`config.mk`:
```
export PLATFORM = sky130hd
export DESIGN_NAME = swrr_ctrl_flat
export DESIGN_NICKNAME = d
export VERILOG_FILES = /design/src/hw/rtl/swrr_pkg.sv /design/src/hw/rtl/swrr_req_if.sv /design/src/hw/rtl/swrr_rsp_if.sv /design/src/hw/rtl/swrr_ctrl.sv /design/src/flat_wrapper.sv
export SDC_FILE = /design/constraint.sdc
export NUM_CORES = 1
export LEC_CHECK = 0
export ABC_CLOCK_PERIOD_IN_PS = 9780
export BUFFER_PORTS_ARGS = -buffer_cell sky130_fd_sc_hd__buf_2
export CORE_AREA = 5 5 148 150
export DETAILED_ROUTE_END_ITERATION = 12
export DIE_AREA = 0 0 153 155
export PLACE_DENSITY_LB_ADDON = 0.08
export SYNTH_ARGS = -nofsm -noshare
export SYNTH_HDL_FRONTEND = slang
export SYNTH_SLANG_ARGS = --single-unit
```
`constraint.sdc`:
```
create_clock -name i_clk -period 9.78 [get_ports i_clk]
set_clock_uncertainty 0.15 [all_clocks]
set_input_delay 0.489 -clock i_clk [delete_from_list [all_inputs] [get_ports i_clk]]
set_output_delay 0.489 -clock i_clk [all_outputs]
set_load 0.05 [all_outputs]
```
`src/hw/rtl/swrr_pkg.sv`:
```
// ----------------------------------------------------------------------------
// swrr_pkg
// shared types, codes and constants of the smooth weighted round-robin unit
// ----------------------------------------------------------------------------
package swrr_pkg;

    // item field widths
    localparam int OP_W     = 2;
    localparam int GROUP_W  = 4;
    localparam int PEER_W   = 4;
    localparam int VALUE_W  = 16;
    localparam int STATUS_W = 2;
    localparam int CHOSEN_W = 4;
    localparam int GCOUNT_W = 5;

    // running weights are 32-bit two's complement
    localparam int RW_BITS = 32;

    // holds any group or peer index up to 511
    localparam int IDX_W = 9;

    // parameter defaults
    localparam int DEF_MAX_GROUPS  = 16;
    localparam int DEF_MAX_PEERS   = 16;
    localparam int DEF_WEIGHT_BITS = 16;

    // operation codes
    localparam logic [OP_W-1:0] OP_SELECT       = 2'd0;
    localparam logic [OP_W-1:0] OP_WRITE_WEIGHT = 2'd1;
    localparam logic [OP_W-1:0] OP_SET_COUNT    = 2'd2;

    // status codes
    localparam logic [STATUS_W-1:0] STS_SELECTED   = 2'd0;
    localparam logic [STATUS_W-1:0] STS_NO_GROUP   = 2'd1;
    localparam logic [STATUS_W-1:0] STS_EMPTY      = 2'd2;
    localparam logic [STATUS_W-1:0] STS_WRITE_DONE = 2'd3;

    typedef enum logic [2:0] {
        ST_CLEAR,
        ST_IDLE,
        ST_LOOKUP,
        ST_WALK,
        ST_FIX,
        ST_ROWCLR,
        ST_DONE
    } t_state;

    // memory strobes from the sequencer
    typedef struct packed {
        logic wt_we;
        logic rw_we;
        logic slot_re;
        logic cnt_we;
        logic cnt_re;
    } t_mem_ctl;

    // address bits for a count of entries, at least one
    function automatic int index_bits(input int n);
        return (n > 1) ? $clog2(n) : 1;
    endfunction

endpackage

```
`src/hw/rtl/swrr_req_if.sv`:
```
// ----------------------------------------------------------------------------
// swrr_req_if
// request channel: select, weight write or peer count write
// ----------------------------------------------------------------------------
interface swrr_req_if import swrr_pkg::*; ();
    logic                valid;
    logic                ready;
    logic [OP_W-1:0]     operation;
    logic [GROUP_W-1:0]  group;
    logic [PEER_W-1:0]   peer;
    logic [VALUE_W-1:0]  value;

    modport source (output valid, output operation, output group, output peer,
                    output value, input ready);
    modport sink   (input valid, input operation, input group, input peer,
                    input value, output ready);
endinterface

```
`src/hw/rtl/swrr_rsp_if.sv`:
```
// ----------------------------------------------------------------------------
// swrr_rsp_if
// response channel: status and chosen peer
// ----------------------------------------------------------------------------
interface swrr_rsp_if import swrr_pkg::*; ();
    logic                valid;
    logic                ready;
    logic [STATUS_W-1:0] status;
    logic [CHOSEN_W-1:0] chosen_peer;

    modport source (output valid, output status, output chosen_peer, input ready);
    modport sink   (input valid, input status, input chosen_peer, output ready);
endinterface

```
`src/hw/rtl/swrr_ctrl.sv`:
```
// ----------------------------------------------------------------------------
// swrr_ctrl
// request sequencer: clearing pass, weight walk, write-back, row clear and response register
// ----------------------------------------------------------------------------
module swrr_ctrl import swrr_pkg::*; #(
    parameter int MAX_GROUPS  = DEF_MAX_GROUPS,
    parameter int MAX_PEERS   = DEF_MAX_PEERS,
    parameter int WEIGHT_BITS = DEF_WEIGHT_BITS,
    localparam int GB = index_bits(MAX_GROUPS),
    localparam int PB = index_bits(MAX_PEERS),
    localparam int CB = $clog2(MAX_PEERS + 1),
    localparam int SB = GB + PB
) (
    input  logic                   i_clk,
    input  logic                   i_rst_n,
    input  logic [GCOUNT_W-1:0]    i_group_count,
    swrr_req_if.sink               i_req,
    swrr_rsp_if.source             o_rsp,
    output t_mem_ctl               o_mem_ctl,
    output logic [SB-1:0]          o_slot_waddr,
    output logic [SB-1:0]          o_slot_raddr,
    output logic [WEIGHT_BITS-1:0] o_wt_wdata,
    output logic [RW_BITS-1:0]     o_rw_wdata,
    output logic [GB-1:0]          o_cnt_addr,
    output logic [CB-1:0]          o_cnt_wdata,
    input  logic [WEIGHT_BITS-1:0] i_wt_rdata,
    input  logic [RW_BITS-1:0]     i_rw_rdata,
    input  logic [CB-1:0]          i_cnt_rdata
);

    t_state r_state, n_state;

    logic [SB-1:0]       r_sweep, n_sweep;
    logic                r_out_valid, n_out_valid;
    logic [STATUS_W-1:0] r_out_status, n_out_status;
    logic [CHOSEN_W-1:0] r_out_chosen, n_out_chosen;
    logic [STATUS_W-1:0] r_res_status, n_res_status;
    logic [CHOSEN_W-1:0] r_res_chosen, n_res_chosen;
    logic [GB-1:0]       r_group, n_group;
    logic [CB-1:0]       r_n, n_n;
    logic [CB-1:0]       r_rd_idx, n_rd_idx;
    logic [PB-1:0]       r_proc, n_proc;
    logic [PB-1:0]       r_best, n_best;
    logic [RW_BITS-1:0]  r_best_val, n_best_val;
    logic [RW_BITS-1:0]  r_total, n_total;
    logic [PB-1:0]       r_clr, n_clr;

    logic [IDX_W-1:0]    g_ext, p_ext, best_ext;
    logic                g_in_mem, g_used, p_ok;
    logic [GB-1:0]       g_idx;
    logic [PB-1:0]       p_idx;
    logic [31:0]         v_ext;
    logic [CB-1:0]       cnt_sat;
    logic [RW_BITS-1:0]  wt_ext, sum;

    // request field decode
    always_comb begin
        g_ext    = IDX_W'(i_req.group);
        p_ext    = IDX_W'(i_req.peer);
        g_in_mem = g_ext < IDX_W'(MAX_GROUPS);
        g_used   = g_in_mem && ({1'b0, i_req.group} < i_group_count);
        p_ok     = p_ext < IDX_W'(MAX_PEERS);
        g_idx    = g_ext[GB-1:0];
        p_idx    = p_ext[PB-1:0];
        v_ext    = 32'(i_req.value);
        cnt_sat  = (i_req.value > VALUE_W'(MAX_PEERS)) ? CB'(MAX_PEERS)
                                                        : i_req.value[CB-1:0];
        wt_ext   = RW_BITS'(i_wt_rdata);
        sum      = i_rw_rdata + wt_ext;
        best_ext = IDX_W'(r_best);
    end

    always_ff @(posedge i_clk) begin
        if (!i_rst_n) begin
            r_state     <= ST_CLEAR;
            r_sweep     <= '0;
            r_out_valid <= 1'b0;
        end else begin
            r_state     <= n_state;
            r_sweep     <= n_sweep;
            r_out_valid <= n_out_valid;
        end
    end

    always_ff @(posedge i_clk) begin
        r_out_status <= n_out_status;
        r_out_chosen <= n_out_chosen;
        r_res_status <= n_res_status;
        r_res_chosen <= n_res_chosen;
        r_group      <= n_group;
        r_n          <= n_n;
        r_rd_idx     <= n_rd_idx;
        r_proc       <= n_proc;
        r_best       <= n_best;
        r_best_val   <= n_best_val;
        r_total      <= n_total;
        r_clr        <= n_clr;
    end

    always_comb begin
        n_state      = r_state;
        n_sweep      = r_sweep;
        n_out_valid  = r_out_valid;
        n_out_status = r_out_status;
        n_out_chosen = r_out_chosen;
        n_res_status = r_res_status;
        n_res_chosen = r_res_chosen;
        n_group      = r_group;
        n_n          = r_n;
        n_rd_idx     = r_rd_idx;
        n_proc       = r_proc;
        n_best       = r_best;
        n_best_val   = r_best_val;
        n_total      = r_total;
        n_clr        = r_clr;

        o_mem_ctl    = '0;
        o_slot_waddr = {r_group, r_proc};
        o_slot_raddr = {r_group, r_rd_idx[PB-1:0]};
        o_wt_wdata   = '0;
        o_rw_wdata   = '0;
        o_cnt_addr   = r_group;
        o_cnt_wdata  = '0;
        i_req.ready  = 1'b0;

        if (o_rsp.ready) begin
            n_out_valid = 1'b0;
        end

        unique case (r_state)
            ST_CLEAR: begin
                // zero every slot, and each group count on its first slot
                o_mem_ctl.wt_we  = 1'b1;
                o_mem_ctl.rw_we  = 1'b1;
                o_mem_ctl.cnt_we = (r_sweep[PB-1:0] == '0);
                o_slot_waddr     = r_sweep;
                o_cnt_addr       = r_sweep[SB-1:PB];
                n_sweep          = r_sweep + 1'b1;
                if (&r_sweep) begin
                    n_state = ST_IDLE;
                end
            end
            ST_IDLE: begin
                i_req.ready  = 1'b1;
                n_res_chosen = '0;
                n_res_status = STS_WRITE_DONE;
                if (i_req.valid) begin
                    n_state = ST_DONE;
                    unique case (i_req.operation)
                        OP_SELECT: begin
                            if (!g_used) begin
                                n_res_status = STS_NO_GROUP;
                            end else begin
                                o_mem_ctl.cnt_re = 1'b1;
                                o_cnt_addr       = g_idx;
                                n_group          = g_idx;
                                n_state          = ST_LOOKUP;
                            end
                        end
                        OP_WRITE_WEIGHT: begin
                            o_mem_ctl.wt_we = g_in_mem && p_ok;
                            o_slot_waddr    = {g_idx, p_idx};
                            o_wt_wdata      = v_ext[WEIGHT_BITS-1:0];
                        end
                        OP_SET_COUNT: begin
                            if (g_in_mem) begin
                                o_mem_ctl.cnt_we = 1'b1;
                                o_cnt_addr       = g_idx;
                                o_cnt_wdata      = cnt_sat;
                                n_group          = g_idx;
                                n_clr            = '0;
                                n_state          = ST_ROWCLR;
                            end
                        end
                        default: begin
                            n_state = ST_DONE;
                        end
                    endcase
                end
            end
            ST_LOOKUP: begin
                n_res_chosen = '0;
                if (i_cnt_rdata == '0) begin
                    n_res_status = STS_EMPTY;
                    n_state      = ST_DONE;
                end else if (i_cnt_rdata == CB'(1)) begin
                    n_res_status = STS_SELECTED;
                    n_state      = ST_DONE;
                end else begin
                    // start the walk with peer 0
                    o_mem_ctl.slot_re = 1'b1;
                    o_slot_raddr      = {r_group, {PB{1'b0}}};
                    n_n               = i_cnt_rdata;
                    n_rd_idx          = CB'(1);
                    n_proc            = '0;
                    n_total           = '0;
                    n_state           = ST_WALK;
                end
            end
            ST_WALK: begin
                // data for r_proc is here; read of the next peer overlaps
                o_mem_ctl.rw_we = 1'b1;
                o_slot_waddr    = {r_group, r_proc};
                o_rw_wdata      = sum;
                n_total         = r_total + wt_ext;
                if (r_proc == '0 || $signed(sum) > $signed(r_best_val)) begin
                    n_best     = r_proc;
                    n_best_val = sum;
                end
                if (r_rd_idx < r_n) begin
                    o_mem_ctl.slot_re = 1'b1;
                    n_rd_idx          = r_rd_idx + 1'b1;
                end
                n_proc = r_proc + 1'b1;
                if (CB'(r_proc) + CB'(1) == r_n) begin
                    n_state = ST_FIX;
                end
            end
            ST_FIX: begin
                o_mem_ctl.rw_we = 1'b1;
                o_slot_waddr    = {r_group, r_best};
                o_rw_wdata      = r_best_val - r_total;
                n_res_status    = STS_SELECTED;
                n_res_chosen    = best_ext[CHOSEN_W-1:0];
                n_state         = ST_DONE;
            end
            ST_ROWCLR: begin
                o_mem_ctl.rw_we = 1'b1;
                o_slot_waddr    = {r_group, r_clr};
                n_clr           = r_clr + 1'b1;
                if (r_clr == PB'(MAX_PEERS - 1)) begin
                    n_state = ST_DONE;
                end
            end
            ST_DONE: begin
                if (!r_out_valid || o_rsp.ready) begin
                    n_out_valid  = 1'b1;
                    n_out_status = r_res_status;
                    n_out_chosen = r_res_chosen;
                    n_state      = ST_IDLE;
                end
            end
            default: begin
                n_state = ST_IDLE;
            end
        endcase
    end

    assign o_rsp.valid       = r_out_valid;
    assign o_rsp.status      = r_out_status;
    assign o_rsp.chosen_peer = r_out_chosen;

    a_no_slot_overlap: assert property (@(posedge i_clk) disable iff (!i_rst_n)
        (o_mem_ctl.slot_re && o_mem_ctl.rw_we) |-> (o_slot_raddr != o_slot_waddr))
        else $error("running weight read and write hit the same slot");

    a_walk_in_group: assert property (@(posedge i_clk) disable iff (!i_rst_n)
        (r_state == ST_WALK) |-> (CB'(r_proc) < r_n))
        else $error("walk index past the group peer count");

    a_fix_after_walk: assert property (@(posedge i_clk) disable iff (!i_rst_n)
        (r_state == ST_FIX) |-> ($past(r_state) == ST_WALK))
        else $error("write-back without a walk");

    a_chosen_zero: assert property (@(posedge i_clk) disable iff (!i_rst_n)
        (r_out_valid && r_out_status != STS_SELECTED) |-> (r_out_chosen == '0))
        else $error("chosen peer set on a non-select response");

endmodule

```
`src/flat_wrapper.sv`:
```
// flat-port wrapper written by rule: the top's interface ports become plain ports
module swrr_ctrl_flat import swrr_pkg::*;
#(
    parameter int MAX_GROUPS  = DEF_MAX_GROUPS,
    parameter int MAX_PEERS   = DEF_MAX_PEERS,
    parameter int WEIGHT_BITS = DEF_WEIGHT_BITS,
    localparam int GB = index_bits(MAX_GROUPS),
    localparam int PB = index_bits(MAX_PEERS),
    localparam int CB = $clog2(MAX_PEERS + 1),
    localparam int SB = GB + PB
)
  (i_clk, i_rst_n, i_group_count, o_mem_ctl, o_slot_waddr, o_slot_raddr, o_wt_wdata, o_rw_wdata, o_cnt_addr, o_cnt_wdata, i_wt_rdata, i_rw_rdata, i_cnt_rdata, i_req_valid, i_req_operation, i_req_group, i_req_peer, i_req_value, i_req_ready, o_rsp_valid, o_rsp_status, o_rsp_chosen_peer, o_rsp_ready);
  swrr_req_if i_req_i ();
  swrr_rsp_if o_rsp_i ();
  input  logic i_clk;
  input  logic i_rst_n;
  input  logic [GCOUNT_W-1:0] i_group_count;
  output t_mem_ctl o_mem_ctl;
  output logic [SB-1:0] o_slot_waddr;
  output logic [SB-1:0] o_slot_raddr;
  output logic [WEIGHT_BITS-1:0] o_wt_wdata;
  output logic [RW_BITS-1:0] o_rw_wdata;
  output logic [GB-1:0] o_cnt_addr;
  output logic [CB-1:0] o_cnt_wdata;
  input  logic [WEIGHT_BITS-1:0] i_wt_rdata;
  input  logic [RW_BITS-1:0] i_rw_rdata;
  input  logic [CB-1:0] i_cnt_rdata;
  input wire logic [$bits(i_req_i.valid)-1:0] i_req_valid;
  input wire logic [$bits(i_req_i.operation)-1:0] i_req_operation;
  input wire logic [$bits(i_req_i.group)-1:0] i_req_group;
  input wire logic [$bits(i_req_i.peer)-1:0] i_req_peer;
  input wire logic [$bits(i_req_i.value)-1:0] i_req_value;
  output wire logic [$bits(i_req_i.ready)-1:0] i_req_ready;
  output wire logic [$bits(o_rsp_i.valid)-1:0] o_rsp_valid;
  output wire logic [$bits(o_rsp_i.status)-1:0] o_rsp_status;
  output wire logic [$bits(o_rsp_i.chosen_peer)-1:0] o_rsp_chosen_peer;
  input wire logic [$bits(o_rsp_i.ready)-1:0] o_rsp_ready;
  assign i_req_i.valid = i_req_valid;
  assign i_req_i.operation = i_req_operation;
  assign i_req_i.group = i_req_group;
  assign i_req_i.peer = i_req_peer;
  assign i_req_i.value = i_req_value;
  assign i_req_ready = i_req_i.ready;
  assign o_rsp_valid = o_rsp_i.valid;
  assign o_rsp_status = o_rsp_i.status;
  assign o_rsp_chosen_peer = o_rsp_i.chosen_peer;
  assign o_rsp_i.ready = o_rsp_ready;
  swrr_ctrl #(.MAX_GROUPS(MAX_GROUPS), .MAX_PEERS(MAX_PEERS), .WEIGHT_BITS(WEIGHT_BITS)) u_core (.i_clk(i_clk), .i_rst_n(i_rst_n), .i_group_count(i_group_count), .i_req(i_req_i), .o_rsp(o_rsp_i), .o_mem_ctl(o_mem_ctl), .o_slot_waddr(o_slot_waddr), .o_slot_raddr(o_slot_raddr), .o_wt_wdata(o_wt_wdata), .o_rw_wdata(o_rw_wdata), .o_cnt_addr(o_cnt_addr), .o_cnt_wdata(o_cnt_wdata), .i_wt_rdata(i_wt_rdata), .i_rw_rdata(i_rw_rdata), .i_cnt_rdata(i_cnt_rdata));
endmodule
```
======== Yosys cells after proc, flatten, opt, wreduce, memory -nomap -nowiden ========
Cells that the tools add are included.
operators by class
  $add $sub $neg .......................... 8
  $lt $le $gt $ge ......................... 4
  equal/unequal tests ..................... 21
  mux-type cells .......................... 66
  bitwise operators ....................... 2
  reduce and logical (&&, ||, !) cells .... 23
operator list
  operator             number
  $pmux 32 s2          2
  $add 32x16->32       2
  $mux 32              2
  $mux 16              3
  $pmux 4 s2           5
  $mux 4               9
  $mux 5               7
  $gt 32x32->1         1
  $pmux 8 s4           1
  $sub 32x32->32       1
  $mux 3               8
  $pmux 3 s7           1
  $gt 16x5->1 const B  1
  $mux 8               2
  $mux 1               14
  $mux 2               6
  $ne 2x1->1 const B   5
  $pmux 5 s2           1
  $eq 3x3->1 const B   3
  $reduce_and 3->1     3
  $add 4x1->4 const B  2
  $add 8x1->8 const B  1
  $logic_not 4->1      2
  $ne 2x2->1 const B   4
  other kinds (29)     38
word-level totals
  flip-flop bits (word level) ............. 114
  input bits .............................. 88
  output and inout port bits .............. 86
  word-level logic and storage cells ...... 139

======== Longest topological paths before layout ========
  depth after elaboration ................. 5
  gate-level depth with buffers ........... 19
  gate-level depth less buffers ........... 19

======== Worst setup path after synthesis ========
No wires, ideal clock.
  kind .................................... input to register
  start point ............................. input port i_wt_rdata[0]
  end point ............................... register u_core.r_best[0] (enable)
  setup time .............................. 0.597 ns
  arrival ................................. 4.300 ns
  required time ........................... 9.033 ns
  setup slack ............................. 4.732 ns
  cell stages on the path ................. 19
  buffers on the path ..................... 0
  path through ............................ ha_1 inv_1 fa_1 nor2b_4 o31a_1 or4_4 nand3b_2 a41oi_4 o2111ai_1 xnor2_1 ha_1 a21o_1 a21o_1 a21oi_1 o21ai_0 a21oi_1 nor2_1 a31oi_1 nand3_1
between the ends
  word-level cells in the longest chain between the ends .. 4
RTL lines
  item                               line                text
  start: declaration                 flat_wrapper.sv:25  input logic [WEIGHT_BITS-1:0] i_wt_rdata;
  $add 32x16->32                     swrr_ctrl.sv:69     sum = i_rw_rdata + wt_ext;
  via u_core.sum[20]                 swrr_ctrl.sv:54     logic [RW_BITS-1:0] wt_ext, sum;
  $gt 32x32->1                       swrr_ctrl.sv:206    if (r_proc == '0 || $signed(sum) > $signed(r_best_val)) begin
  $logic_or 1x1->1                   swrr_ctrl.sv:206
  $reduce_and 2->1 (no source line)  --
  end signal: assignment             swrr_ctrl.sv:94     r_best <= n_best;
  end: declaration                   swrr_ctrl.sv:43     logic [PB-1:0] r_best, n_best;
The timed path passes the listed nets, and every way through them passes these cells.
A chain may end at the register's enable or synchronous reset.

======== Final worst setup path ========
  start point ............................. input port i_wt_rdata[6]
  end point ............................... register u_core.r_best_val[1] (enable)
between the ends
  word-level cells in the longest chain between the ends .. 4
RTL lines
  item                               line              text
  $add 32x16->32                     swrr_ctrl.sv:69
  via u_core.sum[21]                 swrr_ctrl.sv:54
  $gt 32x32->1                       swrr_ctrl.sv:206
  $logic_or 1x1->1                   swrr_ctrl.sv:206
  $reduce_and 2->1 (no source line)  --
  end signal: assignment             swrr_ctrl.sv:95   r_best_val <= n_best_val;
  end: declaration                   swrr_ctrl.sv:44   logic [RW_BITS-1:0] r_best_val, n_best_val;
The timed path passes the listed nets, and every way through them passes these cells.

==> key figures <==
Die
  • I/O Pins: between 150 and 200
  • Core area: 20560 µm²
  • # rows: 53
  • DIE AREA: 23720 µm²
  • Initial Utilization: 0.4854
  • Die height: 155 µm
  • Die width: between 150 and 200 µm

Synth
  • Cell variety after synth: 72
  • Syn Std Cell Area: 9978 µm²
  • Async SR Flop Fraction: 0
  • Ys Warns: 0
  • Synth Register Bits: ~110
  • Sequential-to-total area share from yosys stat: 0.3310
  • Post-synth EDFFs: roughly 100
  • Ys flop type: edfxtp_1
  • Post-Syn Nets: 1330
  • Syn_area_per_cell: just under 9 µm²
  • Syn Inst Count: around 1100

Setup path
  • CP endpoint kind: register
  • Critical Path Start Type: input pin
  • Crit Path Max Fanout: 36
  • Arr. time, crit path: a little over 5 ns
  • R2r setup slk: 6.25 ns
  • Worst r2r path cells: 11
  • Critical path type: input pin to register
  • Reg2reg start: u_core.r_total[0]
  • Crit path cell chain: buf_2, ha_1, a21oi_1, o21ai_0, or3_1, o22ai_1, a21o_1, nor3_1, xor2_1, ha_1, a21o_1, a21o_1, a21oi_1, o21ai_0, a21oi_1, nor2_1, a31oi_1, nand3_2
  • CP required: 9.48 ns
  • Crit path largest cell delay: around 0.78 ns
  • FF-to-FF End: u_core.r_total[22]
  • Slowest cell on crit path: nand3_2

Cells and area
  • Register Area: approximately 3300 µm²
  • Final nets: 1493
  • Post-synthesis to final-layout area growth: 17.32%
  • Final core occ: 0.5694
  • Area of the multi-input gates: a little over 6000 µm²
  • ANT cells: 0
  • Layout cells sized above 1: 0.1744
  • Filler Cells Inserted: 1902

Outcome
  • Status: finished clean

Run
  • MaxCap Viol Count: 0

Clocking
  • Post-CTS Hold Fix Bufs: 0
  • # clock sinks: 114
  • H-tree depth: 4
  • Worst-case clock buffer depth: 2
  • Post-CTS sizing: 0
  • Clk_lat worst skew: approximately 0.42 ns
  • Clock transition at path regs: roughly 0.060 ns
  • Setup Buffers After CTS: 0
  • CTS tree: done
  • Clock buffer count from CTS: 17
  • CTS Root Cell: clkbuf_16

Timing
  • RSZ-0062 raised after global routing: no
  • F_max: around 0.19 GHz
  • Final setup fails: 0
  • Final worst slack: ~4.4 ns
  • Final setup TNS: 0 ns
  • Slew @ Worst Pin: between 1 and 1.5 ns
  • Post-layout minimum cycle time: 5.392 ns
  • Relative slew margins: 0.2867
  • Final Slew Violations: 0
  • Final worst-path cycle share: 0.5513
  • Fin Hold WS: roughly 0.11 ns
  • Fin. Hold Viols: 0

Power and ir drop
  • Seq pwr share: 0.259
  • Clk pwr share: 0.232
  • Total power: approximately 2.9 mW
  • Comb pwr share: 0.509
  • Switching pwr: about 1.3 mW
  • Int Pwr: roughly 1.6 mW
  • Power Dens Cells: about 240 nW/µm²
  • VDD IR max: 236.3 µV
  • Switch share: 0.4537
  • Leakage: roughly 5.3 nW

Route
  • Drt wl/cell: between 15 and 20 µm
  • # DRC: 0
  • Drt first-iter violations: 506
  • Drt pass-1 iters: 5
  • Final WL: about 28000 µm
  • Post-route ant nets: 0
  • Vias: 9052
  • Routed vias/inst: approximately 5.7

Placement
  • Worst slack at placement: between 3 and 4 ns
  • Port bufs: 173
  • RePlAce Congestion: a little over 0.9
  • Dpl hpwl: roughly 22000 µm

Global routing
  • Antenna violations before repair: 0
  • First-pass GRT wire length: 46090 µm
  • Vias in the first global route: roughly 9000
  • Gr ovfl total: 0
  • Largest net degree at the start of global routing: 37
  • Gr usage total: 0.2404

Min path
  • Hold wc startpoint: i_cnt_rdata[2]
  • Worst Hold Class: input pin to register
  • WHS Endpoint: u_core.r_n[2]
  • Hold Path Depth: 1
## how the worst max path moves through the flow
stage | endpoint | from
2_1_floorplan | u_core.r_best[0] | i_wt_rdata[0]
3_3_place_gp | u_core.r_best_val[14] | i_wt_rdata[1]
3_5_place_dp | u_core.r_best_val[19] | i_wt_rdata[6]
4_1_cts | u_core.r_best_val[11] | i_wt_rdata[6]
5_1_grt | u_core.r_best_val[0] | i_wt_rdata[7]
6_report | u_core.r_best_val[1] | i_wt_rdata[6]
## power groups by stage
stage	combinational (mW)	clock (mW)	sequential (mW)
finish	1.46	0.663	0.742
global placement	1.44	0	0.751
detailed placement	1.44	0	0.752
floorplan	1.09	0	0.740
CTS	1.45	0.675	0.742
global route	1.59	0.698	0.758
## cell usage in the layout (no fill, tap or decap), types with 12 or more instances in the layout
| master | instances |
|---|---|
| nor3_1 | 16 |
| o21ai_0 | 59 |
| xor2_1 | 34 |
| clkbuf_16 | 23 |
| nand2b_1 | 17 |
| o22ai_1 | 12 |
| inv_1 | 95 |
| and2_1 | 19 |
| ha_1 | 108 |
| a22o_1 | 16 |
| nand2_1 | 96 |
| xnor2_1 | 59 |
| a21o_1 | 37 |
| and3_1 | 35 |
| nor2_1 | 94 |
| edfxtp_1 | 102 |
| a21oi_1 | 77 |
| dfxtp_1 | 12 |
| nand4_1 | 22 |
| nand3_1 | 29 |
| buf_2 | 173 |
## through the flow
stage          area [µm²]  instances
2_1_floorplan        9978       1131
5_1_grt             11710       1582
3_3_place_gp        11060       1550
4_1_cts             11710       1582
3_5_place_dp        11060       1550
6_report            11710       1582
## area by class of cell
class	instances	share of cell area
multi-input cells	886	0.5245
flip-flops and latches	114	0.2822
repair buffers	180	0.07845
clock buffers	26	0.05098
inverters	95	0.03046
well taps	275	0.02939
clock inverters	6	0.004062
## synth_stat cells (31+ instances only)
cell | instances | area share
o21ai_0 | 59 | 0.030
xor2_1 | 34 | 0.030
a21oi_1 | 77 | 0.039
ha_1 | 108 | 0.14
and3_1 | 35 | 0.022
xnor2_1 | 59 | 0.052
nor2_1 | 94 | 0.035
edfxtp_1 | 102 | 0.31
clkbuf_1 | 31 | 0.012
a21o_1 | 37 | 0.028
nand2_1 | 96 | 0.036
inv_1 | 95 | 0.036
## logic make-up (layout without fill, tap and decap cells)
logic type | after synthesis | count (layout) | synth area share
muxes | 1 | 1 | 0.001128
AOI/OAI and AO/OA | 297 | 297 | 0.1967
and+or+nand+nor | 384 | 384 | 0.1939
DFF | 114 | 114 | 0.3310
adders and majority gates | 111 | 111 | 0.1414
buffers and inverters | 131 | 307 | 0.05417
xor gates and xnor gates | 93 | 93 | 0.08163
## worst max-delay path, delay by kind of cell
family,cells,cell delay (ns)
adder cells (fa/ha/maj),2,0.66
AO/OA/AOI/OAI,10,2.28
buffers and inverters,1,0.11
XOR/XNOR,1,0.26
AND/OR/NAND/NOR,4,1.26
## metal layers
layer,vias up,GRT usage,wire length [µm],part of all wire
li1,4466,-,-,-
met1,4288,0.3138,12610,0.44
met2,267,0.4091,13560,0.48
met3,31,0.04757,1719,0.061
met4,0,0.06703,501,0.018
met5,-,0,0,0
## flip-flops by register name, summed over array words and instances (netlist names), 5 cells and up
signal / count
u_core.r_best_val: 32
u_core.r_total: 32
u_core.r_sweep: 8
u_core.r_n: 5
u_core.r_rd_idx: 5
(Power assumes the default switching activity.)
